**src/hw/rtl/ism_pkg.sv**
```systemverilog
// Shared constants, types and command codes of the itemset subset matcher.
package ism_pkg;

	localparam int ITEM_COUNT = 256;
	localparam int PATTERNS   = 64;

	localparam int WORD_BITS  = 64;
	localparam int WORDS      = (ITEM_COUNT + WORD_BITS - 1) / WORD_BITS;
	localparam int ROW_BITS   = WORDS * WORD_BITS;
	localparam int ITEM_IDX_W = $clog2(ROW_BITS);
	localparam int ID_CMP_W   = 11;

	localparam int PAT_IDX_W  = (PATTERNS > 1) ? $clog2(PATTERNS) : 1;
	localparam int PAT_CNT_W  = $clog2(PATTERNS + 1);

	localparam int FUNC_W     = 2;
	localparam int SLOT_W     = 6;
	localparam int ID_W       = 9;
	localparam int CFG_W      = 7;
	localparam int ROW_W      = 24;
	localparam int MATCH_W    = 6;

	localparam int QUEUE_DEPTH = 4;
	localparam int QUEUE_IDX_W = $clog2(QUEUE_DEPTH);
	localparam int QUEUE_CNT_W = $clog2(QUEUE_DEPTH + 1);

	localparam logic [FUNC_W-1:0] FUNC_PAT_ADD = 2'd0;
	localparam logic [FUNC_W-1:0] FUNC_PAT_CLR = 2'd1;
	localparam logic [FUNC_W-1:0] FUNC_TXN     = 2'd2;
	localparam logic [FUNC_W-1:0] FUNC_ROW_RST = 2'd3;

	typedef logic [1:0] op_t;

	localparam op_t OP_PAT_ADD = 2'd0;
	localparam op_t OP_PAT_CLR = 2'd1;
	localparam op_t OP_TXN     = 2'd2;
	localparam op_t OP_ROW_RST = 2'd3;

	typedef struct packed {
		op_t                   op;
		logic [PAT_IDX_W-1:0]  slot;
		logic [ITEM_IDX_W-1:0] id;
		logic                  set_en;
		logic                  last;
	} cmd_t;

endpackage

```
**src/hw/rtl/ism_queue.sv**
```systemverilog
// Short command queue between the front end and the back end.
module ism_queue
	import ism_pkg::*;
(
	input  logic clk,
	input  logic arst_n,
	input  logic push,
	input  cmd_t push_cmd,
	output logic full,
	input  logic pop,
	output cmd_t head_cmd,
	output logic empty
);

	cmd_t                   slot_q [QUEUE_DEPTH];
	logic [QUEUE_IDX_W-1:0] wr_ptr_q;
	logic [QUEUE_IDX_W-1:0] rd_ptr_q;
	logic [QUEUE_CNT_W-1:0] count_q;

	assign full     = (count_q == QUEUE_CNT_W'(QUEUE_DEPTH));
	assign empty    = (count_q == '0);
	assign head_cmd = slot_q[rd_ptr_q];

	always_ff @(posedge clk) begin
		if (push) begin
			slot_q[wr_ptr_q] <= push_cmd;
		end
	end

	always_ff @(posedge clk or negedge arst_n) begin
		if (!arst_n) begin
			wr_ptr_q <= '0;
			rd_ptr_q <= '0;
			count_q  <= '0;
		end else begin
			if (push) begin
				wr_ptr_q <= wr_ptr_q + 1'b1;
			end
			if (pop) begin
				rd_ptr_q <= rd_ptr_q + 1'b1;
			end
			if (push && !pop) begin
				count_q <= count_q + 1'b1;
			end else if (pop && !push) begin
				count_q <= count_q - 1'b1;
			end
		end
	end

endmodule

```
**config.mk**
```make
export PLATFORM = sky130hd
export DESIGN_NAME = ism_queue
export DESIGN_NICKNAME = d
export VERILOG_FILES = /design/src/hw/rtl/ism_pkg.sv /design/src/hw/rtl/ism_queue.sv
export SDC_FILE = /design/constraint.sdc
export NUM_CORES = 1
export LEC_CHECK = 0
export BUFFER_PORTS_ARGS = -buffer_cell sky130_fd_sc_hd__buf_2
export CORE_AREA = 2 2 103 105
export DETAILED_ROUTE_END_ITERATION = 7
export DIE_AREA = 0 0 105 107
export PLACE_DENSITY = 0.5
export RECOVER_POWER = 25
export SLEW_MARGIN = 20
export SYNTH_ARGS = -nofsm -noshare
export SYNTH_HDL_FRONTEND = slang
export SYNTH_SLANG_ARGS = --single-unit
```
**constraint.sdc**
```tcl
create_clock -name clk -period 1.7 [get_ports clk]
set_clock_uncertainty 0.05 [all_clocks]
set_input_delay 0.17 -clock clk [delete_from_list [all_inputs] [get_ports clk]]
set_output_delay 0.17 -clock clk [all_outputs]
set_load 0.005 [all_outputs]
```
==> impl_metrics.toml <==
[layout]
syn_to_final_growth_pct = 27.5
fin_cells = 346
fillers = 985
finalInstanceArea_um2 = 3820
num_antenna_cells = 0
multiInputGateArea_um2 = 611
nNetsFinal = 233
regArea_um2 = 2340
drive_above_1_share_pct = 36.7
utilization_pct = 37.8

[pwr]
power_frac_seq_pct = 47.4
leakagePower_nw = 1.35
power_density_nw_per_um2 = 1510
p_comb_share_pct = 31.0
clkPwrFrac_pct = 21.6
ir_worst_vdd_mv = 0.644
switching_power_mw = 1.68
internal_power_mw = 4.08
swShare_pct = 29.2

[grt]
grt_pass1_vias = 1623
track_usage_pct = 10.7
top_usage_layer = "met2"
grt_antenna_before_repair = 0
grt_util_met3_pct = 3.47
use_met1_pct = 13.0
grt_pass1_wl_um = 8760
grt-ovfl-total = 0
grt_max_degree = 19
grtUsageMet2_pct = 17.4

[drt]
wl_per_cell_um = 15.4
firstDrtPassIters = 4
num_vias = 1429
vias_per_cell = 4.13
drt_iter0_drc = 66
drc = 0
routed_wl_um = 5320
final_antenna_net_count = 0

[cts]
cts_sinks = 79
root_buffer = "clkbuf_8"
clk_latency_ns = 0.35
cts_buffers = 9
cts_tree = "done"
clock_path_buffers = 2
htree_levels = 3
clkTransAtPathRegs_ns = 0.09

[worst_setup_path]
crit_family = "multiplexers"
cpPeakStageDelay_ns = 0.54
crit_required_ns = 1.48
start_kind = "flip-flop"
critPathSlowestCell = "mux4_2"
crit_path_end_kind = "output pin"
path_max_fanout = 14
critical_path_arrival_ns = 1.62
crit_chain = "buf_12, mux4_2, buf_2"
path_class = "reg -> out"
path_buf_inv = 2

[yosys]
synth_top_cell_by_area = "edfxtp_1"
synth_top_cell_area_share_pct = 72.2
async_reset_ff_share_pct = 8.86
ys_types = 18
synth_edf_count = 72
syn-num-nets = 156
synth_seq_cells = 79
ys.flop_type = "edfxtp_1"
synth_warnings = 0
ys_seq_area_share_pct = 78.1
avgSynthCellArea_um2 = 23.4
synth_area_leaders = "edfxtp_1 72%, mux4_2 14%, dfrtp_1 5.9%"
synthTopCellsByCount = "72 x edfxtp_1, 18 x mux4_2, 7 x dfrtp_1, 5 x ha_1"
syn-cell-area_um2 = 2990
netlist_instances = 128
synth_most_common_cell = "edfxtp_1"

[placement]
dp_hpwl_um = 3440
dp_cells = 311
dpl_cell_area_um2 = 3450
gp_congestion = 0.696
io_buffers = 41

[min_path]
hold_path.class = "in -> reg"

[sta]
layout_min_cycle_time_ns = 1.84
fin_ws_ns = -0.144
worst_pin_slew_ns = 0.408
setup_viol = 18
finalHoldViolCount = 0
finalSetupTns_ns = -2.07
period_share_pct = 108
slew_headroom_pct = 72.8
grt_setup_unrepaired = "yes"
clock.fmax_mhz = 542
drv_slew = 0

[die]
initial_utilization_pct = 29.7
die_h_um = 107
die_w_um = 105
top_level_ports = 42
rows = 37
die-area_um2 = 11200
core_area_um2 = 10100

[run]
maxCapViolCount = 0

[outcome]
violations = "negative setup slack"
status = "complete, but fails checks"
[state kept, by name, indices dropped and copies added, names as in the netlist]
register	flops
slot_q	72
wr_ptr_q	2
rd_ptr_q	2
count_q	3
[cells in the final DEF, fill, tap and decap left out, types with 3 or more instances in the layout]
| master | count |
|---|---|
| buf_4 | 7 |
| buf_2 | 30 |
| mux4_2 | 18 |
| dfrtp_1 | 7 |
| buf_12 | 3 |
| inv_1 | 4 |
| edfxtp_1 | 72 |
| ha_1 | 4 |
| clkbuf_8 | 9 |
| clkbuf_1 | 10 |
| clkinv_4 | 3 |
| dlygate4sd3_1 | 19 |
| xor2_1 | 4 |
| and2_1 | 4 |
[per-stage QoR]
stage | setup slack (ns) | power (mW) | hold slack (ns)
2_1_floorplan | 0.177 | 3.80 | -0.176
3_3_place_gp | 0.214 | 4.57 | -0.0333
3_5_place_dp | 0.178 | 4.60 | -0.0335
4_1_cts | -0.181 | 5.90 | 0.0107
5_1_grt | -0.221 | 6.14 | 0.0212
6_report | -0.144 | 5.77 | 0.0316
[cell families after synthesis]
group / synth area share (%)
flip-flops: 78.1
adder cells (fa/ha/maj): 2.76
buffers and inverters: 1.67
XOR/XNOR: 1.76
multiplexers: 13.9
AO/OA/AOI/OAI: 0.167
AND/OR/NAND/NOR: 1.63
[worst register-to-register path: stages, from the launching register on]
cell and delay (ns):
dfrtp_1 0.45, fa_2 0.40, xor2_1 0.17, nor2_1 0.07
xor2_1 0.15
[power groups by stage]
stage	clock network [mW]	logic [mW]	registers (mW)
floorplan	0	1.09	2.71
global placement	0	1.80	2.77
detailed placement	0	1.82	2.78
CTS	1.31	1.86	2.74
global route	1.39	1.98	2.78
finish	1.25	1.79	2.73
[path summary, 6_finish.rpt]
kind	startpoint	end	slack [ns]	cells past startpoint
setup / recovery	rd_ptr_q[0]	head_cmd[7]	-0.14	3
hold / removal	push	wr_ptr_q[0]	0.03	2
hold reg to reg	count_q[2]	count_q[2]	0.45	1
min in group asynchronous	arst_n	count_q[1]	0.20	2
max in group asynchronous	arst_n	rd_ptr_q[0]	1.11	2
setup reg to reg	count_q[0]	count_q[2]	0.29	4
[routing by layer]
layer	share of wire, %	vias up
met5	0	-
met4	1.4	0
met3	4.2	7
met2	50	34
met1	44	721
li1	-	667
[cell type report]
type / count / area share [%]
Clock inverter: 7 / 1.48
Multi-Input combinational cell: 41 / 16.0
Clock buffer: 9 / 3.25
Tap cell: 136 / 4.46
Timing Repair Buffer: 70 / 13.2
Inverter: 4 / 0.393
Sequential cell: 79 / 61.2
[timing repair]
action                     4_1_cts  5_1_grt
hold buffers                    20        0
setup endpoints to repair       18       19
hold endpoints to repair        80        0
setup buffers                    0        0
pin swaps                        0        2
resized for setup                0        3
Note: power is estimated with default switching activity, not from simulation.
