**config.mk**
```make
export PLATFORM = sky130hd
export DESIGN_NAME = ism_front
export DESIGN_NICKNAME = d
export VERILOG_FILES = /design/src/hw/rtl/ism_pkg.sv /design/src/hw/rtl/ism_front.sv
export SDC_FILE = /design/constraint.sdc
export NUM_CORES = 1
export LEC_CHECK = 0
export BUFFER_PORTS_ARGS = -buffer_cell sky130_fd_sc_hd__buf_4
export CORE_AREA = 2 2 39 41
export DETAILED_ROUTE_END_ITERATION = 8
export DIE_AREA = 0 0 41 43
export GPL_TIMING_DRIVEN = 0
export PLACE_DENSITY = 0.52
export SLEW_MARGIN = 20
export SYNTH_ARGS = -nofsm -noshare
export SYNTH_HDL_FRONTEND = slang
export SYNTH_SLANG_ARGS = --single-unit
```
**constraint.sdc**
```tcl
create_clock -name vclk -period 2.06
set_input_delay 0.515 -clock vclk [all_inputs]
set_output_delay 0.515 -clock vclk [all_outputs]
set_load 0.02 [all_outputs]
```
**src/hw/rtl/ism_pkg.sv**
```systemverilog
// Shared constants, types and command codes of the itemset subset matcher.
package ism_pkg;

	localparam int ITEM_COUNT = 256;
	localparam int PATTERNS   = 64;

	localparam int WORD_BITS  = 64;
	localparam int WORDS      = (ITEM_COUNT + WORD_BITS - 1) / WORD_BITS;
	localparam int ROW_BITS   = WORDS * WORD_BITS;
	localparam int ITEM_IDX_W = $clog2(ROW_BITS);
	localparam int ID_CMP_W   = 11;

	localparam int PAT_IDX_W  = (PATTERNS > 1) ? $clog2(PATTERNS) : 1;
	localparam int PAT_CNT_W  = $clog2(PATTERNS + 1);

	localparam int FUNC_W     = 2;
	localparam int SLOT_W     = 6;
	localparam int ID_W       = 9;
	localparam int CFG_W      = 7;
	localparam int ROW_W      = 24;
	localparam int MATCH_W    = 6;

	localparam int QUEUE_DEPTH = 4;
	localparam int QUEUE_IDX_W = $clog2(QUEUE_DEPTH);
	localparam int QUEUE_CNT_W = $clog2(QUEUE_DEPTH + 1);

	localparam logic [FUNC_W-1:0] FUNC_PAT_ADD = 2'd0;
	localparam logic [FUNC_W-1:0] FUNC_PAT_CLR = 2'd1;
	localparam logic [FUNC_W-1:0] FUNC_TXN     = 2'd2;
	localparam logic [FUNC_W-1:0] FUNC_ROW_RST = 2'd3;

	typedef logic [1:0] op_t;

	localparam op_t OP_PAT_ADD = 2'd0;
	localparam op_t OP_PAT_CLR = 2'd1;
	localparam op_t OP_TXN     = 2'd2;
	localparam op_t OP_ROW_RST = 2'd3;

	typedef struct packed {
		op_t                   op;
		logic [PAT_IDX_W-1:0]  slot;
		logic [ITEM_IDX_W-1:0] id;
		logic                  set_en;
		logic                  last;
	} cmd_t;

endpackage

```
**src/hw/rtl/ism_front.sv**
```systemverilog
// Front end: accepts input words, decodes them and drops those without effect.
module ism_front
	import ism_pkg::*;
(
	input  logic              in_valid,
	output logic              in_ready,
	input  logic [FUNC_W-1:0] func,
	input  logic [SLOT_W-1:0] pattern_slot,
	input  logic [ID_W-1:0]   item_id,
	input  logic              last_item,
	input  logic              q_full,
	output logic              push,
	output cmd_t              push_cmd
);

	logic [ID_CMP_W-1:0] id_w;
	logic                id_ok;
	logic                slot_ok;
	logic                keep;

	always_comb begin
		id_w    = ID_CMP_W'(item_id[ID_W-2:0]);
		id_ok   = !item_id[ID_W-1] && (id_w < ID_CMP_W'(ITEM_COUNT));
		slot_ok = ({1'b0, pattern_slot} < (SLOT_W + 1)'(PATTERNS));

		push_cmd.op     = OP_TXN;
		push_cmd.slot   = PAT_IDX_W'(pattern_slot);
		push_cmd.id     = id_w[ITEM_IDX_W-1:0];
		push_cmd.set_en = 1'b0;
		push_cmd.last   = 1'b0;
		keep            = 1'b0;

		unique case (func)
			FUNC_PAT_ADD: begin
				push_cmd.op     = OP_PAT_ADD;
				push_cmd.set_en = 1'b1;
				keep            = id_ok && slot_ok;
			end
			FUNC_PAT_CLR: begin
				push_cmd.op = OP_PAT_CLR;
				keep        = 1'b1;
			end
			FUNC_TXN: begin
				push_cmd.op     = OP_TXN;
				push_cmd.set_en = id_ok && (id_w != '0);
				push_cmd.last   = last_item;
				keep            = push_cmd.set_en || last_item;
			end
			FUNC_ROW_RST: begin
				push_cmd.op = OP_ROW_RST;
				keep        = 1'b1;
			end
			default: begin
				keep = 1'b0;
			end
		endcase
	end

	assign in_ready = !q_full;
	assign push     = in_valid && in_ready && keep;

endmodule

```
==> results of run 1 <==
[cells in the mapped netlist]
| cell | number | area share |
|---|---|---|
| nand2b_1 | 1 | 0.031 |
| inv_1 | 2 | 0.038 |
| nor4_2 | 2 | 0.13 |
| nand2_1 | 2 | 0.038 |
| buf_4 | 14 | 0.53 |
| nor2_1 | 2 | 0.038 |
| nand3b_1 | 1 | 0.038 |
| o2bb2ai_1 | 1 | 0.044 |
| o311a_1 | 1 | 0.050 |
| nor2b_1 | 1 | 0.031 |
| clkbuf_1 | 2 | 0.038 |
[worst paths after layout]
check	start	end	slack, ns	cells past startpoint
worst max-delay path	item_id[1]	push	0.05	5
worst min-delay path	pattern_slot[4]	push_cmd[14]	1.23	2
[stage by stage]
step | setup WS [ns] | power (mW) | std cells | area, µm² | utilization
detailed placement | 0.0305 | 0.115 | 79 | 474 | 0.343
global route | 0.000888 | 0.122 | 79 | 474 | 0.343
CTS | 0.0303 | 0.115 | 79 | 474 | 0.343
finish | 0.0502 | 0.114 | 79 | 474 | 0.343
global placement | 0.0380 | 0.114 | 79 | 474 | 0.343
floorplan | 0.292 | 0.0573 | 29 | 199 | -
[worst max-delay path, stage by stage]
cell	delay, ns
buf_4	0.12
nor4_2	0.26
nand2_1	0.11
o311a_1	0.34
buf_4	0.16
[final cells by class]
cell class                      count  share of cell area
Timing Repair Buffer               34               0.538
Buffer                             16               0.237
Multi-Input combinational cell     11               0.166
Tap cell                           16              0.0422
Inverter                            2              0.0158
[power groups by stage]
stage | registers [mW] | logic, mW | clock network, mW
after global routing | 0 | 0.122 | 0
after detailed placement | 0 | 0.115 | 0
after CTS | 0 | 0.115 | 0
after floorplan | 0 | 0.0573 | 0
after global placement | 0 | 0.114 | 0
final | 0 | 0.114 | 0
[layer usage]
metal	global-route usage	vias to the layer above	share of wire	wire length, µm
li1	-	148	-	-
met5	0	-	0	0
met2	0.106	26	0.47	290
met4	0	0	0	0
met3	0.00524	0	0.25	153
met1	0.0696	119	0.28	176
[layout by cell type (no fill, tap or decap), drive strengths merged]
master and n:
o2bb2ai 1, nor2 2, nor2b 1, nand2 2
inv 2, clkbuf 2, nand3b 1, nor4 2
buf 48, o311a 1, nand2b 1
[logic make-up after synthesis]
kind of cell / after synthesis / synth area share
buffers and inverters: 18 / 0.604
and+or+nand+nor: 9 / 0.302
AOI/OAI and AO/OA: 2 / 0.0943
==> results.yml, run 1 <==
timing:
  worstMarginPinSlew_ns: 0.198
  holdWs_ns: 1.23
  fmax_mhz: 498
  hold_viol_final: 0
  setup_violations: 0
  slew_headroom: 0.867
  min_period_ns: 2.01
  tns_ns: 0
  final-max-slew-violation-count: 0
  rsz0062_at_grt: "no"
  fin_crit_sh: 0.976
pwr:
  comb_power_share: 1.000
  power.internal_mw: 0.0640
  leakagePower_nw: 0.264
  p_sw_mw: 0.0497
  powerDensity_nw_per_um2: 240
  power_switching_share: 0.437
  power_frac_seq: 0
  clock_power_share: 0
  ir_worst_vdd_v: 0.0000541
synth:
  synth.avg_cell_area_um2: 6.86
  syn_area_um2: 199
  syn_inst: 29
  yosysUniqueCellTypes: 11
  synth.net_count: 49
  synth_warnings: 0
  synth_seq_area_share: 0
die:
  dieArea_um2: 1760
  core_area_um2: 1380
  initial_utilization: 0.144
  die_w_um: 41
  ios: 40
  std_cell_rows: 14
  fp.dieH_um: 43
job:
  max_cap_viol_count: 0
place:
  port_buffers: 34
  routabilityCongestion: 0.535
cells_and_area:
  clock_buffer_count: 0
  nNetsFinal: 85
  seq_area_um2: 0
  multi_input_area_um2: 78.8
  diodes: 0
  drive_gt1_frac: 0.794
  design.seq.count: 0
  fill_cells: 152
  synthToLayoutAreaGrowth_pct: 138
setup_path:
  critPathMaxFanout: 2
  end_kind: "primary output"
  worst_setup_path_start_kind: "input pin"
  crit_arrival_ns: 1.49
  critical_path_class: "in -> out"
  cp_data_required_time_ns: 1.54
route:
  wl_per_cell_um: 7.85
  drt-initial-drc-count: 0
  antenna_left: 0
  via_count: 293
  drt_pass1_iterations: 1
  drc: 0
  routed_via_density: 3.71
  wl_um: 620
grt:
  grt_pass1_wl_um: 772
  grt_max_degree: 6
  grt_pass1_vias: 203
  overflow: 0
  grt_util_all_layers: 0.0569
  antenna_found_initial: 0
worst_hold_path:
  hold_path_class: "in -> out"
clock_network:
  holdBufCountCts: 0
  cts_resized: 0
  post_cts_buffers: 0
status:
  status: "completed"
(Power assumes the default switching activity.)
==> run 2: changes to the inputs <==
--- a/config.mk
+++ b/config.mk
@@ -5,6 +5,7 @@
 export SDC_FILE = /design/constraint.sdc
 export NUM_CORES = 1
 export LEC_CHECK = 0
+export ABC_AREA = 1
 export BUFFER_PORTS_ARGS = -buffer_cell sky130_fd_sc_hd__buf_4
 export CORE_AREA = 2 2 39 41
 export DETAILED_ROUTE_END_ITERATION = 8
==> results.yml, run 2 <==
status:
  status: "completed"
grt:
  busiest_layer: "met2"
  antenna_found_initial: 0
  grt_pass1_wl_um: 772
  overflow: 0
  grt_max_degree: 5
  grt_pass1_vias: 223
  grt_util_all_layers: 0.0569
  use_met2: 0.119
  gr-usage-met3: 0
  grt_use_met1: 0.0601
pwr:
  powerDensity_nw_per_um2: 239
  p_total_mw: 0.112
  leakagePower_nw: 0.282
  ir_worst_vdd_v: 0.0000602
synth:
  syn_inst: 35
  synth.avg_cell_area_um2: 5.51
  yosysMostFrequentCell: "buf_4"
  synth.net_count: 55
  synthTopCellsByArea: "buf_4 (55%), nor2_1 (14%), inv_1 (7.8%)"
  synth_seq_area_share: 0
  synth_top_area_cell: "buf_4"
  syn_area_um2: 193
  yosysUniqueCellTypes: 8
  synth.top_cell.area_share: 0.545
  synthTopCellsByCount: "buf_4 (14), nor2_1 (7), inv_1 (4), nand2_1 (4)"
  synth_warnings: 0
job:
  max_cap_viol_count: 0
cells_and_area:
  diodes: 0
  final_cell_mix: "buf_4 (48), nor2_1 (7), nand2_1 (4), inv_1 (4)"
  synthToLayoutAreaGrowth_pct: 143
  multi_input_area_um2: 65.1
  final_common_cell: "buf_4"
  drive_gt1_frac: 0.710
  nNetsFinal: 91
  clock_buffer_count: 0
  seq_area_um2: 0
  design.seq.count: 0
  layout.cells.non_filler: 85
  fill_cells: 160
  final_util: 0.338
die:
  die_w_um: 41
  dieArea_um2: 1760
  initial_utilization: 0.139
  ios: 40
  fp.dieH_um: 43
  core_area_um2: 1380
  std_cell_rows: 14
route:
  antenna_left: 0
  drt_pass1_iterations: 4
  drt-initial-drc-count: 4
  drc: 0
  wl_um: 563
  routed_via_density: 3.38
  via_count: 287
  wl_per_cell_um: 6.62
place:
  port_buffers: 34
  routabilityCongestion: 0.600
  dp_cells: 85
worst_hold_path:
  hold_path_class: "in -> out"
  whs_path_depth: 2
  worstHoldEndpoint: "push_cmd[14]"
  hp-start: "pattern_slot[4]"
setup_path:
  critical_path.max_stage_delay_ns: 0.16
  crit_arrival_ns: 1.18
  cp_num_buf_inv: 2
  cp_data_required_time_ns: 1.54
  path_delay_family: "buffers and inverters"
  critical_path_class: "in -> out"
  critPathMaxFanout: 2
  worst_setup_path_start_kind: "input pin"
  path_cells: "buf_4, nor2_1, nand2_1, o21ai_2, a21oi_1, buf_4"
  crit_top_cell: "buf_4"
  end_kind: "primary output"
  slowest_stage: "buf_4"
timing:
  fmax_mhz: 591
  slew_headroom: 0.918
  min_period_ns: 1.69
  worstMarginPinSlew_ns: 0.123
  hold_viol_final: 0
  rsz0062_at_grt: "no"
  final-max-slew-violation-count: 0
  setup_violations: 0
  fin_crit_sh: 0.821
  tns_ns: 0
clock_network:
  holdBufCountCts: 0
  post_cts_buffers: 0
  cts_resized: 0
run 2: power breakdown:
part / internal [mW] / switching, mW / total, mW
registers: 0 / 0 / 0
logic: 0.0628 / 0.0493 / 0.112
clock network: 0 / 0 / 0
total: 0.0628 / 0.0493 / 0.112
run 2: cells by family after synthesis:
logic type             count (synthesis)  share of synthesized area
AO/OA/AOI/OAI                          3                     0.0974
AND/OR/NAND/NOR                       12                      0.240
buffers and inverters                 20                      0.662
run 2: final cells by class:
| type | count | area share |
|---|---|---|
| Timing Repair Buffer | 34 | 0.545 |
| Tap cell | 16 | 0.0428 |
| Buffer | 16 | 0.241 |
| Inverter | 4 | 0.0321 |
| Multi-Input combinational cell | 15 | 0.139 |
run 2: how the worst max path moves through the flow:
stage / start / endpoint / slack [ns] / cells after the start
4_1_cts: item_id[5] / push / 0.36 / 6
6_report: item_id[5] / push / 0.37 / 6
3_3_place_gp: item_id[5] / push / 0.35 / 6
3_5_place_dp: item_id[5] / push / 0.36 / 6
2_1_floorplan: q_full / push / 0.43 / 3
5_1_grt: item_id[1] / push / 0.31 / 6
run 2: through the flow:
step | setup slack [ns] | instance area (µm²) | hold WS (ns)
final | 0.369 | 468 | 1.23
after global routing | 0.306 | 468 | 1.23
after CTS | 0.358 | 468 | 1.23
after detailed placement | 0.358 | 468 | 1.23
after global placement | 0.349 | 468 | 1.23
after floorplan | 0.433 | 193 | 1.11
run 2: metal layers:
metal,up-vias,wire length (µm)
met4,0,0
met5,-,0
met3,0,82
li1,157,-
met2,18,301
met1,112,178
==> run 3: changes to the inputs <==
--- a/config.mk
+++ b/config.mk
@@ -11,7 +11,7 @@
 export DETAILED_ROUTE_END_ITERATION = 8
 export DIE_AREA = 0 0 41 43
 export GPL_TIMING_DRIVEN = 0
-export PLACE_DENSITY = 0.52
+export PLACE_DENSITY = 0.54
 export SLEW_MARGIN = 20
 export SYNTH_ARGS = -nofsm -noshare
 export SYNTH_HDL_FRONTEND = slang
==> constraint.sdc (replaced) <==
create_clock -name vclk -period 1.37
set_input_delay 0.3425 -clock vclk [all_inputs]
set_output_delay 0.3425 -clock vclk [all_outputs]
set_load 0.02 [all_outputs]
==> results.yml, run 3 (synthesis results as in run 2) <==
place:
  pre_cts_ws_ns: 0.00831
  dp_cells: 85
  port_buffers: 34
  post_dp_cell_area_um2: 468
  routabilityCongestion: 0.558
  dp_hpwl_um: 536
pwr:
  ir_worst_vdd_v: 0.000124
  clock_power_share: 0
  comb_power_share: 1.000
  p_sw_mw: 0.0774
  powerDensity_nw_per_um2: 357
  power_frac_seq: 0
  power.internal_mw: 0.100
  power_switching_share: 0.436
  leakagePower_nw: 0.287
status:
  status: "completed"
route:
  wl_um: 595
  routed_via_density: 3.39
  wl_per_cell_um: 7.00
  via_count: 288
  antenna_left: 0
  drc: 0
  drt-initial-drc-count: 4
  drt_pass1_iterations: 4
grt:
  grt_pass1_wl_um: 765
  grt_util_all_layers: 0.0569
  grt_max_degree: 5
  overflow: 0
  grt_pass1_vias: 213
  antenna_found_initial: 0
die:
  fp.dieH_um: 43
  core_area_um2: 1380
  dieArea_um2: 1760
  initial_utilization: 0.139
  ios: 40
  std_cell_rows: 14
  die_w_um: 41
cells_and_area:
  seq_area_um2: 0
  final_common_cell: "buf_4"
  drive_gt1_frac: 0.768
  synthToLayoutAreaGrowth_pct: 158
  nNetsFinal: 91
  clock_buffer_count: 0
  layout.cells.non_filler: 85
  final_cell_mix: "buf_4 (44), nand2_1 (4), inv_1 (4), buf_6 (4)"
  diodes: 0
  design.seq.count: 0
  fin_area_um2: 498
setup_path:
  path_cells: "buf_4, nor2_4, nand2_1, o21ai_2, a21oi_1, buf_4"
  worst_setup_path_start_kind: "input pin"
  critical_path.max_stage_delay_ns: 0.16
  crit_arrival_ns: 1.00
  slowest_stage: "buf_4"
  crit_top_cell: "buf_4"
  end_kind: "primary output"
  path_delay_family: "buffers and inverters"
  cp_num_buf_inv: 2
  cp_data_required_time_ns: 1.03
  critPathMaxFanout: 2
  critical_path_class: "in -> out"
timing:
  worstMarginPinSlew_ns: 0.127
  timing.final.ws_setup_ns: 0.0315
  min_period_ns: 1.34
  tns_ns: 0
  fmax_mhz: 747
  hold_viol_final: 0
  fin_crit_sh: 0.977
  final-max-slew-violation-count: 0
  rsz0062_at_grt: "yes"
  setup_violations: 0
  slew_headroom: 0.915
worst_hold_path:
  worstHoldEndpoint: "push_cmd[15]"
  whs_path_depth: 2
  hp-start: "pattern_slot[5]"
  hold_path_class: "in -> out"
clock_network:
  holdBufCountCts: 0
  post_cts_buffers: 0
  cts_resized: 0
job:
  max_cap_viol_count: 0
## run 3: cell counts in the layout (fill, tap and decap cells not counted)
Identical to the previous run, type by type.
## run 3: cell type report
class                      instances  area [µm²]
multi-input combinational         15        80.1
inverter                           4        15.0
timing repair buffer              34         270
fill                             164         886
tap                               16        20.0
buffer                            16         113
## run 3: per-layer routing
layer  vias to the layer above  wire (µm)  global-route usage
met1                       115        177              0.0601
li1                        157          -                   -
met3                         0         81                   0
met5                         -          0                   0
met4                         0          0                   0
met2                        16        336               0.119
## run 3: worst max path at each step
stage,start,endpoint,slack [ns],cells after the start
after floorplan,q_full,push,0.09,3
after global placement,item_id[5],push,0.008,6
after detailed placement,item_id[5],push,0.008,6
after CTS,item_id[5],push,0.007,6
after global routing,item_id[0],push_cmd[1],-0.02,6
final,item_id[0],push_cmd[1],0.03,6
## run 3: metrics by stage
| stage | total power [mW] | hold slack [ns] | utilization |
|---|---|---|---|
| finish | 0.178 | 0.882 | 0.360 |
| global route | 0.190 | 0.887 | 0.360 |
| CTS | 0.170 | 0.883 | 0.338 |
| detailed placement | 0.170 | 0.883 | 0.338 |
| global placement | 0.169 | 0.882 | 0.338 |
| floorplan | 0.0873 | 0.762 | - |
## run 3: power groups by stage
stage               Sequential [mW]  Combinational [mW]  Clock (mW)
floorplan                         0              0.0873           0
global placement                  0               0.169           0
detailed placement                0               0.170           0
CTS                               0               0.170           0
global route                      0               0.190           0
finish                            0               0.178           0
